===== config.mk =====
export PLATFORM = sky130hd
export DESIGN_NAME = selective_repeat_receiver_unit
export DESIGN_NICKNAME = d
export VERILOG_FILES = /design/src/design/srr_pkg.sv /design/src/design/srr_alu.sv /design/src/design/selective_repeat_receiver_unit.sv
export SDC_FILE = /design/constraint.sdc
export NUM_CORES = 2
export LEC_CHECK = 0
export ABC_AREA = 1
export ABC_CLOCK_PERIOD_IN_PS = 10000
export BUFFER_PORTS_ARGS = -buffer_cell sky130_fd_sc_hd__buf_2
export CAP_MARGIN = 20
export CELL_PAD_IN_SITES_DETAIL_PLACEMENT = 0
export CELL_PAD_IN_SITES_GLOBAL_PLACEMENT = 1
export CORE_UTILIZATION = 30
export CTS_CLUSTER_SIZE = 20
export DETAILED_ROUTE_END_ITERATION = 6
export HOLD_SLACK_MARGIN = 0.06
export PLACE_DENSITY = 0.56
export SLEW_MARGIN = 20
export SYNTH_ARGS = -nofsm -noshare
export SYNTH_HDL_FRONTEND = slang
export SYNTH_SLANG_ARGS = --single-unit

===== constraint.sdc =====
create_clock -name clk -period 10 [get_ports clk]
set_input_delay 2 -clock clk [delete_from_list [all_inputs] [get_ports clk]]
set_output_delay 2 -clock clk [all_outputs]
set_load 0.005 [all_outputs]

===== src/design/srr_pkg.sv =====
// ----------------------------------------------------------------------------
// srr_pkg
// types and constants of the selective repeat receiver
// ----------------------------------------------------------------------------
package srr_pkg;

	localparam int SEQ_W     = 8;
	localparam int SEQ_SPACE = 256;
	localparam int LEN_W     = 10;
	localparam int WIN_W     = 5;
	localparam int TIME_W    = 32;
	localparam int KIND_W    = 2;
	localparam int MAX_RUN   = 31;
	localparam int RUN_W     = 5;

	typedef enum logic [KIND_W-1:0] {
		KIND_DELIVER = 2'd0,
		KIND_ACK     = 2'd1,
		KIND_NACK    = 2'd2
	} kind_t;

	typedef enum logic [2:0] {
		S_IDLE,
		S_DIST,
		S_WIN,
		S_RUN_RD,
		S_RUN,
		S_ACK
	} state_t;

	// operands and result of the shared sequence subtractor
	typedef struct packed {
		logic [SEQ_W-1:0] a;
		logic [SEQ_W-1:0] b;
	} alu_req_t;

	typedef struct packed {
		logic [SEQ_W-1:0] diff;
		logic             borrow;
	} alu_rsp_t;

endpackage


===== src/design/srr_alu.sv =====
// ----------------------------------------------------------------------------
// srr_alu
// shared modulo-256 subtractor with borrow, used for distance, window
// compare and sequence increment
// ----------------------------------------------------------------------------
module srr_alu (
	input  srr_pkg::alu_req_t req,
	output srr_pkg::alu_rsp_t rsp
);

	logic [srr_pkg::SEQ_W:0] full;

	assign full       = {1'b0, req.a} - {1'b0, req.b};
	assign rsp.diff   = full[srr_pkg::SEQ_W-1:0];
	assign rsp.borrow = full[srr_pkg::SEQ_W];

endmodule


===== src/design/selective_repeat_receiver_unit.sv =====
// ----------------------------------------------------------------------------
// selective_repeat_receiver_unit
// receive side of a selective repeat transfer with a reorder buffer of
// payload descriptors and an in-order release sequencer
// ----------------------------------------------------------------------------
// One header is taken per start while busy is low; busy stays high until the
// last result of that header is on the ports. A decode failure is acked after
// the distance step, a duplicate or out-of-window header after the window
// step, and a truncated header is nacked in it. Any other header releases n
// in-order deliveries (at most 31), one per cycle from the reorder memory,
// whose single read port sets that pace, then its ack; a run that reaches 31
// stops without the closing miss. Results are registered, so each comes in the
// cycle after the step that makes it, and is shown for exactly one cycle with
// result_valid; the receiver cannot stall them, so it must take every word as
// it comes. After the end-of-transfer ack a header is taken and dropped.
// window_size must only be written while busy is low.
module selective_repeat_receiver_unit #(
	parameter int REORDER_SLOTS = 32,
	parameter int TAG_BITS      = 12
) (
	input  logic                       clk,
	input  logic                       arst_n,
	input  logic                       psel,
	input  logic                       penable,
	input  logic                       pwrite,
	input  logic [2:0]                 paddr,
	input  logic [31:0]                pwdata,
	output logic [31:0]                prdata,
	output logic                       pready,
	input  logic                       start,
	output logic                       busy,
	input  logic                       decode_ok,
	input  logic                       pkt_kind,
	input  logic                       truncated,
	input  logic [srr_pkg::SEQ_W-1:0]  seq_number,
	input  logic [srr_pkg::LEN_W-1:0]  payload_length,
	input  logic [TAG_BITS-1:0]        payload_tag,
	input  logic [srr_pkg::TIME_W-1:0] now_time,
	output logic                       result_valid,
	output logic [srr_pkg::KIND_W-1:0] result_kind,
	output logic [srr_pkg::SEQ_W-1:0]  seq_number_out,
	output logic [TAG_BITS-1:0]        tag_out,
	output logic [srr_pkg::LEN_W-1:0]  length_out,
	output logic [srr_pkg::WIN_W-1:0]  advertised_window,
	output logic [srr_pkg::TIME_W-1:0] echo_time,
	output logic                       last_of_run,
	output logic                       transfer_done
);

	localparam int SLOT_W = $clog2(REORDER_SLOTS);

	srr_pkg::state_t state_q, state_d;

	logic [srr_pkg::WIN_W-1:0]  window_size_q;
	logic [srr_pkg::SEQ_W-1:0]  last_del_q;
	logic [srr_pkg::SEQ_W-1:0]  nxt_q;
	logic [srr_pkg::SEQ_W-1:0]  final_seq_q;
	logic                       final_known_q;
	logic                       finished_q;
	logic [REORDER_SLOTS-1:0]   valid_q;
	logic [srr_pkg::WIN_W-1:0]  count_q;
	logic [srr_pkg::TIME_W-1:0] last_time_q;
	logic [srr_pkg::RUN_W-1:0]  run_cnt_q;

	logic                       ok_q;
	logic                       fec_q;
	logic                       trunc_q;
	logic [srr_pkg::SEQ_W-1:0]  seq_q;
	logic [srr_pkg::LEN_W-1:0]  len_q;
	logic [TAG_BITS-1:0]        tag_q;
	logic [srr_pkg::TIME_W-1:0] now_q;
	logic [srr_pkg::SEQ_W-1:0]  dist_q;
	logic                       dup_q;

	// reorder memory, one descriptor per slot
	logic [srr_pkg::SEQ_W-1:0]  mem_seq [REORDER_SLOTS];
	logic [TAG_BITS-1:0]        mem_tag [REORDER_SLOTS];
	logic [srr_pkg::LEN_W-1:0]  mem_len [REORDER_SLOTS];
	logic [srr_pkg::SEQ_W-1:0]  rd_seq_q;
	logic [TAG_BITS-1:0]        rd_tag_q;
	logic [srr_pkg::LEN_W-1:0]  rd_len_q;
	logic [SLOT_W-1:0]          rd_slot_q;

	logic                       res_valid_q;
	srr_pkg::kind_t             res_kind_q;
	logic [srr_pkg::SEQ_W-1:0]  res_seq_q;
	logic [TAG_BITS-1:0]        res_tag_q;
	logic [srr_pkg::LEN_W-1:0]  res_len_q;
	logic [srr_pkg::WIN_W-1:0]  res_adv_q;
	logic [srr_pkg::TIME_W-1:0] res_echo_q;
	logic                       res_last_q;
	logic                       res_done_q;

	logic [SLOT_W-1:0]          slot_lut [srr_pkg::SEQ_SPACE];

	srr_pkg::alu_req_t          alu_req;
	srr_pkg::alu_rsp_t          alu_rsp;

	logic                       cfg_wr;
	logic                       rd_en;
	logic [srr_pkg::SEQ_W-1:0]  rd_seq_idx;
	logic [SLOT_W-1:0]          rd_slot;
	logic                       dist_en;
	logic                       store_en;
	logic                       final_en;
	logic                       run_clr;
	logic                       deliver_en;
	logic                       set_fin;
	logic                       emit_en;
	srr_pkg::kind_t             emit_kind;
	logic [srr_pkg::SEQ_W-1:0]  emit_seq;
	logic [TAG_BITS-1:0]        emit_tag;
	logic [srr_pkg::LEN_W-1:0]  emit_len;
	logic [srr_pkg::WIN_W-1:0]  emit_adv;
	logic [srr_pkg::TIME_W-1:0] emit_echo;
	logic                       emit_last;
	logic                       emit_done;
	logic                       inwin;
	logic                       hit;
	logic [srr_pkg::WIN_W-1:0]  cnt_dec;

	function automatic logic [srr_pkg::WIN_W-1:0] adv_of(
		input logic [srr_pkg::WIN_W-1:0] win,
		input logic [srr_pkg::WIN_W-1:0] cnt
	);
		adv_of = (cnt >= win) ? '0 : win - cnt;
	endfunction

	// sequence number to slot, worked out at elaboration
	for (genvar g = 0; g < srr_pkg::SEQ_SPACE; g++) begin : g_slot
		assign slot_lut[g] = SLOT_W'(g % REORDER_SLOTS);
	end

	srr_alu u_alu (
		.req (alu_req),
		.rsp (alu_rsp)
	);

	assign pready  = 1'b1;
	assign cfg_wr  = psel && penable && pwrite && (paddr == 3'd0);
	assign prdata  = (paddr == 3'd0) ? 32'(window_size_q) : '0;
	assign busy    = (state_q != srr_pkg::S_IDLE);
	assign rd_slot = slot_lut[rd_seq_idx];
	assign cnt_dec = (count_q != '0) ? count_q - 5'd1 : '0;

	always_comb begin
		state_d    = state_q;
		alu_req    = '0;
		rd_en      = 1'b0;
		rd_seq_idx = seq_number;
		dist_en    = 1'b0;
		store_en   = 1'b0;
		final_en   = 1'b0;
		run_clr    = 1'b0;
		deliver_en = 1'b0;
		set_fin    = 1'b0;
		emit_en    = 1'b0;
		emit_kind  = srr_pkg::KIND_ACK;
		emit_seq   = nxt_q;
		emit_tag   = '0;
		emit_len   = '0;
		emit_adv   = adv_of(window_size_q, count_q);
		emit_echo  = last_time_q;
		emit_last  = 1'b1;
		emit_done  = 1'b0;
		inwin      = 1'b0;
		hit        = 1'b0;
		case (state_q)
			srr_pkg::S_IDLE: begin
				if (start && !finished_q) begin
					rd_en   = 1'b1;
					state_d = srr_pkg::S_DIST;
				end
			end
			srr_pkg::S_DIST: begin
				alu_req.a = seq_q;
				alu_req.b = last_del_q;
				dist_en   = 1'b1;
				state_d   = ok_q ? srr_pkg::S_WIN : srr_pkg::S_ACK;
			end
			srr_pkg::S_WIN: begin
				// window - dist borrows when the packet lies beyond the window
				alu_req.a = srr_pkg::SEQ_W'(window_size_q);
				alu_req.b = dist_q;
				inwin     = (dist_q != '0) && !alu_rsp.borrow;
				if (!dup_q && inwin) begin
					if (trunc_q) begin
						emit_en   = 1'b1;
						emit_kind = srr_pkg::KIND_NACK;
						emit_seq  = seq_q;
						state_d   = srr_pkg::S_IDLE;
					end else begin
						if (!fec_q && (len_q == '0)) begin
							final_en = 1'b1;
						end else if (!valid_q[rd_slot_q] && (count_q < window_size_q)) begin
							store_en = 1'b1;
						end
						state_d = srr_pkg::S_RUN_RD;
					end
				end else begin
					state_d = srr_pkg::S_ACK;
				end
			end
			srr_pkg::S_RUN_RD: begin
				rd_en      = 1'b1;
				rd_seq_idx = nxt_q;
				run_clr    = 1'b1;
				state_d    = srr_pkg::S_RUN;
			end
			srr_pkg::S_RUN: begin
				alu_req.a = nxt_q;
				alu_req.b = '1;
				hit       = valid_q[rd_slot_q] && (rd_seq_q == nxt_q);
				if (hit) begin
					deliver_en = 1'b1;
					emit_en    = 1'b1;
					emit_kind  = srr_pkg::KIND_DELIVER;
					emit_tag   = rd_tag_q;
					emit_len   = rd_len_q;
					emit_adv   = adv_of(window_size_q, cnt_dec);
					emit_echo  = '0;
					emit_last  = 1'b0;
					// fetch the following slot while this word goes out
					rd_en      = 1'b1;
					rd_seq_idx = alu_rsp.diff;
					if (run_cnt_q == srr_pkg::RUN_W'(srr_pkg::MAX_RUN - 1)) begin
						state_d = srr_pkg::S_ACK;
					end
				end else begin
					state_d = srr_pkg::S_ACK;
				end
			end
			srr_pkg::S_ACK: begin
				emit_en   = 1'b1;
				emit_done = final_known_q && (nxt_q == final_seq_q);
				set_fin   = emit_done;
				state_d   = srr_pkg::S_IDLE;
			end
			default: begin
				state_d = srr_pkg::S_IDLE;
			end
		endcase
	end

	always_ff @(posedge clk or negedge arst_n) begin
		if (!arst_n) begin
			state_q <= srr_pkg::S_IDLE;
		end else begin
			state_q <= state_d;
		end
	end

	always_ff @(posedge clk or negedge arst_n) begin
		if (!arst_n) begin
			window_size_q <= 5'd31;
			last_del_q    <= '1;
			nxt_q         <= '0;
			final_seq_q   <= '0;
			final_known_q <= 1'b0;
			finished_q    <= 1'b0;
			valid_q       <= '0;
			count_q       <= '0;
			last_time_q   <= '0;
			run_cnt_q     <= '0;
			res_valid_q   <= 1'b0;
		end else begin
			res_valid_q <= emit_en;
			if (cfg_wr) begin
				window_size_q <= pwdata[srr_pkg::WIN_W-1:0];
			end
			if (final_en) begin
				final_seq_q   <= seq_q;
				final_known_q <= 1'b1;
			end
			if (store_en) begin
				valid_q[rd_slot_q] <= 1'b1;
				count_q            <= count_q + 5'd1;
				last_time_q        <= now_q;
			end
			if (run_clr) begin
				run_cnt_q <= '0;
			end
			if (deliver_en) begin
				valid_q[rd_slot_q] <= 1'b0;
				count_q            <= cnt_dec;
				last_del_q         <= nxt_q;
				nxt_q              <= alu_rsp.diff;
				run_cnt_q          <= run_cnt_q + 5'd1;
			end
			if (set_fin) begin
				finished_q <= 1'b1;
			end
		end
	end

	// header capture and per-item working values
	always_ff @(posedge clk) begin
		if (start && !busy) begin
			ok_q    <= decode_ok;
			fec_q   <= pkt_kind;
			trunc_q <= truncated;
			seq_q   <= seq_number;
			len_q   <= payload_length;
			tag_q   <= payload_tag;
			now_q   <= now_time;
		end
		if (dist_en) begin
			dist_q <= alu_rsp.diff;
			dup_q  <= valid_q[rd_slot_q] && (rd_seq_q == seq_q);
		end
	end

	always_ff @(posedge clk) begin
		if (store_en) begin
			mem_seq[rd_slot_q] <= seq_q;
			mem_tag[rd_slot_q] <= tag_q;
			mem_len[rd_slot_q] <= len_q;
		end
		if (rd_en) begin
			rd_seq_q  <= mem_seq[rd_slot];
			rd_tag_q  <= mem_tag[rd_slot];
			rd_len_q  <= mem_len[rd_slot];
			rd_slot_q <= rd_slot;
		end
	end

	always_ff @(posedge clk) begin
		if (emit_en) begin
			res_kind_q <= emit_kind;
			res_seq_q  <= emit_seq;
			res_tag_q  <= emit_tag;
			res_len_q  <= emit_len;
			res_adv_q  <= emit_adv;
			res_echo_q <= emit_echo;
			res_last_q <= emit_last;
			res_done_q <= emit_done;
		end
	end

	assign result_valid      = res_valid_q;
	assign result_kind       = res_kind_q;
	assign seq_number_out    = res_seq_q;
	assign tag_out           = res_tag_q;
	assign length_out        = res_len_q;
	assign advertised_window = res_adv_q;
	assign echo_time         = res_echo_q;
	assign last_of_run       = res_last_q;
	assign transfer_done     = res_done_q;

endmodule


# == After elaboration in Yosys (flattened, before gate mapping) ==
# Memory sizes are Yosys's and may differ from the RTL's. A register that Yosys moved wholly into a read port is not among the register bits.
# Cells that the tools add are included.
# word_totals
n_memories,4
output_inout_bits,106
reg_bits,259
wordCells,149
inputBits,106
mem_bits_ro,1280
ramBits,960
# memory_table
name,depth,word_bits,rd,rd_ports_with_merged_regs,write_ports,line_no,rtl
(name not given),256,5,1,0,0,selective_repeat_receiver_unit.sv:143,assign rd_slot = slot_lut[rd_seq_idx];
mem_tag,32,12,1,1,1,selective_repeat_receiver_unit.sv:77,logic [TAG_BITS-1:0] mem_tag [REORDER_SLOTS];
mem_len,32,10,1,1,1,selective_repeat_receiver_unit.sv:78,logic [srr_pkg::LEN_W-1:0] mem_len [REORDER_SLOTS];
mem_seq,32,8,1,1,1,selective_repeat_receiver_unit.sv:76,logic [srr_pkg::SEQ_W-1:0] mem_seq [REORDER_SLOTS];
# classes
order_cmp,6
n_bitwise,4
n_mux,59
reduce_logical,29
n_eq_ne,11
add_sub_neg,6
# ops
op,n
$mux W32,4
$mux W5,12
$pmux W16 S3,1
$and A32 B32 Y32,1
$mux W8,4
$not A32 Y32,1
$or A32 B32 Y32,1
$eq A8 B8 Y1,3
$mux W1,23
$pmux W8 S2,1
$mux W3,5
$pmux W3 S5,1
$logic_and A1 B1 Y1,13
$add A5 B1 Y5 const B,2
$ge A5 B5 Y1,2
$logic_not A10 Y1,1
$sub A5 B5 Y5,2
$ge A9 B9 Y1 const B,1
$not A8 Y9,1
$sub A8 B8 Y9,1
$reduce_bool A8 Y1,1
$eq A3 B2 Y1 const B,2
$eq A3 B3 Y1 const B,2
$logic_not A1 Y1,6
other kinds (18),24

# == Longest topological paths before layout ==
# depth
depth_word,12
mapped_depth,25
ltp_nobuf,22

# == By module ==
# A second synthesis with hierarchy kept.
# hier_totals
cells_unflattened,4953
hier_area_um2,54594.9
# by_module_without_submodules
mod,cells_each,area_per_inst_um2,instances,seq_area_each_um2
selective_repeat_receiver_unit,4885,54209.5,1,36976.7
srr_alu,68,385.4,1,0.0

# == Least setup slack after synthesis ==
# OpenSTA, ideal clock, no wires.
# synth_path
path_type,register -> register
startpoint,register state_q[2]
endpoint,"register res_adv_q (netlist bit advertised_window[0]), enable pin"
setup_slack_ps,4288
required_time_ps,9556
setup_time_ps,444
arrival_time_ps,5268
synth_period_minus_slack_ps,5712
path_buffers,2
path_stages_with_launch,16
path_cell_list,dfrtp_1 > nor3_1 > clkbuf_1 > a21oi_1 > ha_1 > fa_1 > o21ai_0 > nand2_1 > nand2_1 > a21oi_1 > o21ai_0 > a21o_1 > nand2_1 > nor3_2 > clkbuf_1 > nand3b_1
# synth_via
elab_chain_cells,8
word_cells_on_any_way,11
classes_between,add/sub (1); eq/ne (4); mux (3); reduce/logical (3)
# synth_rtl
element,line_no,rtl
"start, declared",selective_repeat_receiver_unit.sv:52,"srr_pkg::state_t state_q, state_d;"
"start signal, assigned",selective_repeat_receiver_unit.sv:247,state_q <= srr_pkg::S_IDLE;
"start signal, assigned",selective_repeat_receiver_unit.sv:249,state_q <= state_d;
"$eq A3 B3 Y1, or another cell as far along",selective_repeat_receiver_unit.sv:168,case (state_q)
$pmux W16 S3,selective_repeat_receiver_unit.sv:168,
$sub A8 B8 Y9,srr_alu.sv:13,"assign full = {1'b0, req.a} - {1'b0, req.b};"
$logic_not A1 Y1,selective_repeat_receiver_unit.sv:185,inwin = (dist_q != '0) && !alu_rsp.borrow;
$logic_and A1 B1 Y1,selective_repeat_receiver_unit.sv:185,
$logic_and A1 B1 Y1,selective_repeat_receiver_unit.sv:186,if (!dup_q && inwin) begin
$mux W1,selective_repeat_receiver_unit.sv:186,
$pmux W1 S3 *,selective_repeat_receiver_unit.sv:168,
named net emit_en,selective_repeat_receiver_unit.sv:109,logic emit_en;
"end signal, assigned",selective_repeat_receiver_unit.sv:333,res_adv_q <= emit_adv;
"end, declared",selective_repeat_receiver_unit.sv:89,logic [srr_pkg::WIN_W-1:0] res_adv_q;
# The timed path passes the listed nets; every way through them passes the cells marked *.
# A chain may end at the register's enable or synchronous reset.

# == Worst setup path in the final report ==
# layout_path
startpoint,register state_q[1]
endpoint,"memory mem_len[22][4] (netlist bit), enable pin"
# layout_via
elab_chain_cells,10
word_cells_on_any_way,12
classes_between,add/sub (1); eq/ne (3); mux (5); reduce/logical (3)
# layout_rtl
element,line_no,rtl
"$eq A3 B3 Y1, or another cell as far along",selective_repeat_receiver_unit.sv:168,
$pmux W16 S3,selective_repeat_receiver_unit.sv:168,
$sub A8 B8 Y9,srr_alu.sv:13,
$logic_not A1 Y1,selective_repeat_receiver_unit.sv:185,
$logic_and A1 B1 Y1,selective_repeat_receiver_unit.sv:185,
$logic_and A1 B1 Y1,selective_repeat_receiver_unit.sv:186,
$mux W1,selective_repeat_receiver_unit.sv:186,
$mux W1 *,selective_repeat_receiver_unit.sv:168,
$mux W1 *,selective_repeat_receiver_unit.sv:314,if (store_en) begin
$mux W1 (implied by the code) *,selective_repeat_receiver_unit.sv:317,mem_len[rd_slot_q] <= len_q;
"end, declared",selective_repeat_receiver_unit.sv:78,
# Every way passes the cells marked *; elsewhere a longest branch is shown, timed or not.

==> flow_metrics.py <==
metrics = {
    "setup_path": {
        "cp-end-kind": "flop",
        "crit_type": "flop to flop",
        "cp_max_fo": 38,
        "reg2reg_setup_slack_ns": 3.40,
        "reg2reg_from": "state_q[1]",
        "worstSetupStartpoint": "state_q[1]",
        "crit_required_ns": 10.40,
        "critPathCapture": "mem_len[22][4]",
        "crit_arrival_ns": 7.01,
        "start_kind": "flop",
        "r2r_end": "mem_len[22][4]",
        "ff2ff_path_depth": 20,
    },
    "final_layout": {
        "layout-drive-gt1-share_pct": 10.3,
        "area_growth_pct": 14.4,
        "ff_latch_area_sq_um": 37000,
        "nets": 5284,
        "multiInputGateArea_sq_um": 13700,
        "layout.cells.non_filler": 7632,
        "nFillCells": 17900,
    },
    "synth": {
        "synth_top_area_share_pct": 62.8,
        "syn_inst": 5035,
        "synth_edf_count": 1140,
        "seq_area_frac_synth_pct": 67.8,
        "synth_common_cells": "nand2_1 (1219), edfxtp_1 (1140), nand3_1 (1034)",
        "ys_ff_latch": 1249,
        "synth.most_common_cell": "nand2_1",
        "synth_area_leader_cell": "edfxtp_1",
        "syn_area_sq_um": 54500,
        "synth-async-reset-ratio_pct": 8.73,
        "yosysUniqueCellTypes": 51,
        "synth_warnings": 0,
        "netlist_top_cells_area": "edfxtp_1 (63%), nand3_1 (9.5%), nand2_1 (8.4%)",
        "synth_flop_cell": "edfxtp_1",
        "syn_avg_cell_area_sq_um": 10.8,
    },
    "timing": {
        "drv_slew": 0,
        "skew_ns": 0.0449,
        "rsz0062_at_grt": "false",
        "tns_ns": 0,
        "report.final.hold_viol_count": 0,
        "fin_crit_sh_pct": 66.0,
        "finalSetupViolCount": 0,
        "worstMarginPinSlew_ns": 1.17,
        "slew_headroom_pct": 21.9,
        "post-route-min-period_ns": 6.60,
        "clock.fmax_mhz": 151,
    },
    "cts": {
        "clk_pin_slew_ns": 0.06,
        "ctsHtreeMaxLevel": 4,
        "cts.sinks": 1249,
        "cts-root-buf": "clkbuf_16",
        "insertion_delay_ns": 0.79,
        "cts_tree": "built",
        "cts_resized": 0,
        "post-cts-setup-buffer-count": 0,
        "cts-buffers-inserted": 144,
        "cts_buffer_depth": 3,
        "postCtsHoldBufs": 0,
    },
    "worst_hold_path": {
        "hold_class": "flop to flop",
        "min-delay-start": "now_q[22]",
    },
    "route": {
        "drc_errors": 0,
        "ant_nets": 0,
        "routedWlPerCell_microns": 21.7,
        "drt_first_pass_iters": 5,
        "drt_wl_total_microns": 166000,
        "via_count": 36000,
        "via_per_inst": 4.72,
        "drtIter0Drc": 2601,
    },
    "die": {
        "io_pins": 212,
        "die_area_sq_um": 183000,
        "core_sq_um": 181000,
        "start_util_pct": 30.2,
        "die_w_microns": 428,
        "row_count": 156,
        "die_h_microns": 428,
    },
    "grt": {
        "grt_pass1_wl_microns": 244000,
        "grt-ovfl-total": 0,
        "grt_max_degree": 146,
        "grt_pass1_vias": 35600,
        "antenna_found_initial": 4,
        "track_usage_pct": 17.9,
    },
    "pwr": {
        "power_w": 0.0158,
        "leakage_nw": 25.2,
        "powerDensity_nw_per_um2": 254,
        "irDropWorstVdd_mv": 0.215,
    },
    "placed_design": {
        "placedCellCount": 7371,
        "place_congestion": 0.779,
        "port-buffer-count": 156,
        "dpl.hpwl_microns": 86700,
    },
    "flow_run": {
        "maxCapViolCount": 0,
    },
    "status": {
        "outcome": "finished clean",
    },
}
==> flip-flops by register name, summed over array words and instances (netlist names), 10 cells and up <==
name         count
mem_tag        384
mem_len        320
mem_seq        256
echo_time       32
last_time_q     32
now_q           32
valid_q         32
rd_tag_q        12
tag_out         12
tag_q           12
len_q           10
length_out      10
rd_len_q        10
==> layout make-up <==
class	count	share of cell area (%)
Antenna cell	2	0.00802
Clock buffer	187	6.22
Clock inverter	66	0.712
Multi-Input combinational cell	2806	22.0
Inverter	688	4.15
Tap cell	2370	4.75
Sequential cell	1249	59.3
Timing Repair Buffer	264	2.88
==> power by group <==
group	internal (W)	switching [W]
clock	0.00279	0.00215
combinational	0.00121	0.00323
sequential	0.00628	0.000178
total	0.0103	0.00556
==> per-stage QoR <==
| step | util [%] | cell area (sq um) | setup slack [ns] | hold WS (ns) |
|---|---|---|---|---|
| 2_1_floorplan | - | 54600 | 4.29 | 0.425 |
| 3_3_place_gp | 32.0 | 57800 | 3.31 | 0.430 |
| 3_5_place_dp | 32.1 | 58000 | 3.34 | 0.432 |
| 4_1_cts | 34.5 | 62300 | 3.29 | 0.446 |
| 5_1_grt | 34.6 | 62400 | 2.86 | 0.470 |
| 6_report | 34.6 | 62400 | 3.40 | 0.445 |
==> kinds of logic after synthesis <==
kind of cell / Yosys count / synth area share, %
AND/OR/NAND/NOR: 2578 / 21.5
flip-flops: 1249 / 67.8
buffers and inverters: 1006 / 7.80
AO/OA/AOI/OAI: 139 / 1.70
XOR/XNOR: 34 / 0.546
adder cells (fa/ha/maj): 25 / 0.615
other: 2 / 0.0138
multiplexers: 2 / 0.0413
==> metal layers <==
metal	vias to the layer above	global-route usage (%)	wire (microns)
met5	-	0	0
met2	807	30.0	79800
li1	17100	-	-
met4	0	4.69	3350
met3	203	2.30	7010
met1	17900	24.4	75800
==> layout by cell type, fill, tap and decap left out, types with 54 or more instances in the layout <==
cell type and n:
edfxtp_1 1140, dfrtp_1 96, buf_4 90, inv_1 675, clkbuf_16 147, buf_2 155, nand2_1 1219, nand3_1 1034
nand3b_1 151, o21ai_0 54, nor2_1 84
==> critical path: stages, from the launching register on <==
cell and delay [ns]:
dfrtp_1 0.40, nor2_1 0.09, nand2_2 0.20, inv_1 0.32, a21oi_1 0.21, o21ai_0 0.11, ha_1 0.25, fa_1 0.47
o21ai_0 0.33, nand2_1 0.09, nand2_1 0.08, a21oi_1 0.08, o21ai_0 0.16, a21o_1 0.17, nand4_1 0.29, nor2_2 0.17
buf_4 0.42, inv_4 0.35, buf_4 0.48, nor2_4 0.95, buf_4 0.54
==> worst min path at each step <==
stage	endpoint	depth (start not counted)
after CTS	last_time_q[22]	2
after global placement	last_time_q[14]	2
after global routing	last_time_q[14]	2
after detailed placement	last_time_q[28]	2
after floorplan	last_time_q[0]	2
final	last_time_q[22]	2
Power figures use the tool's default switching activity.
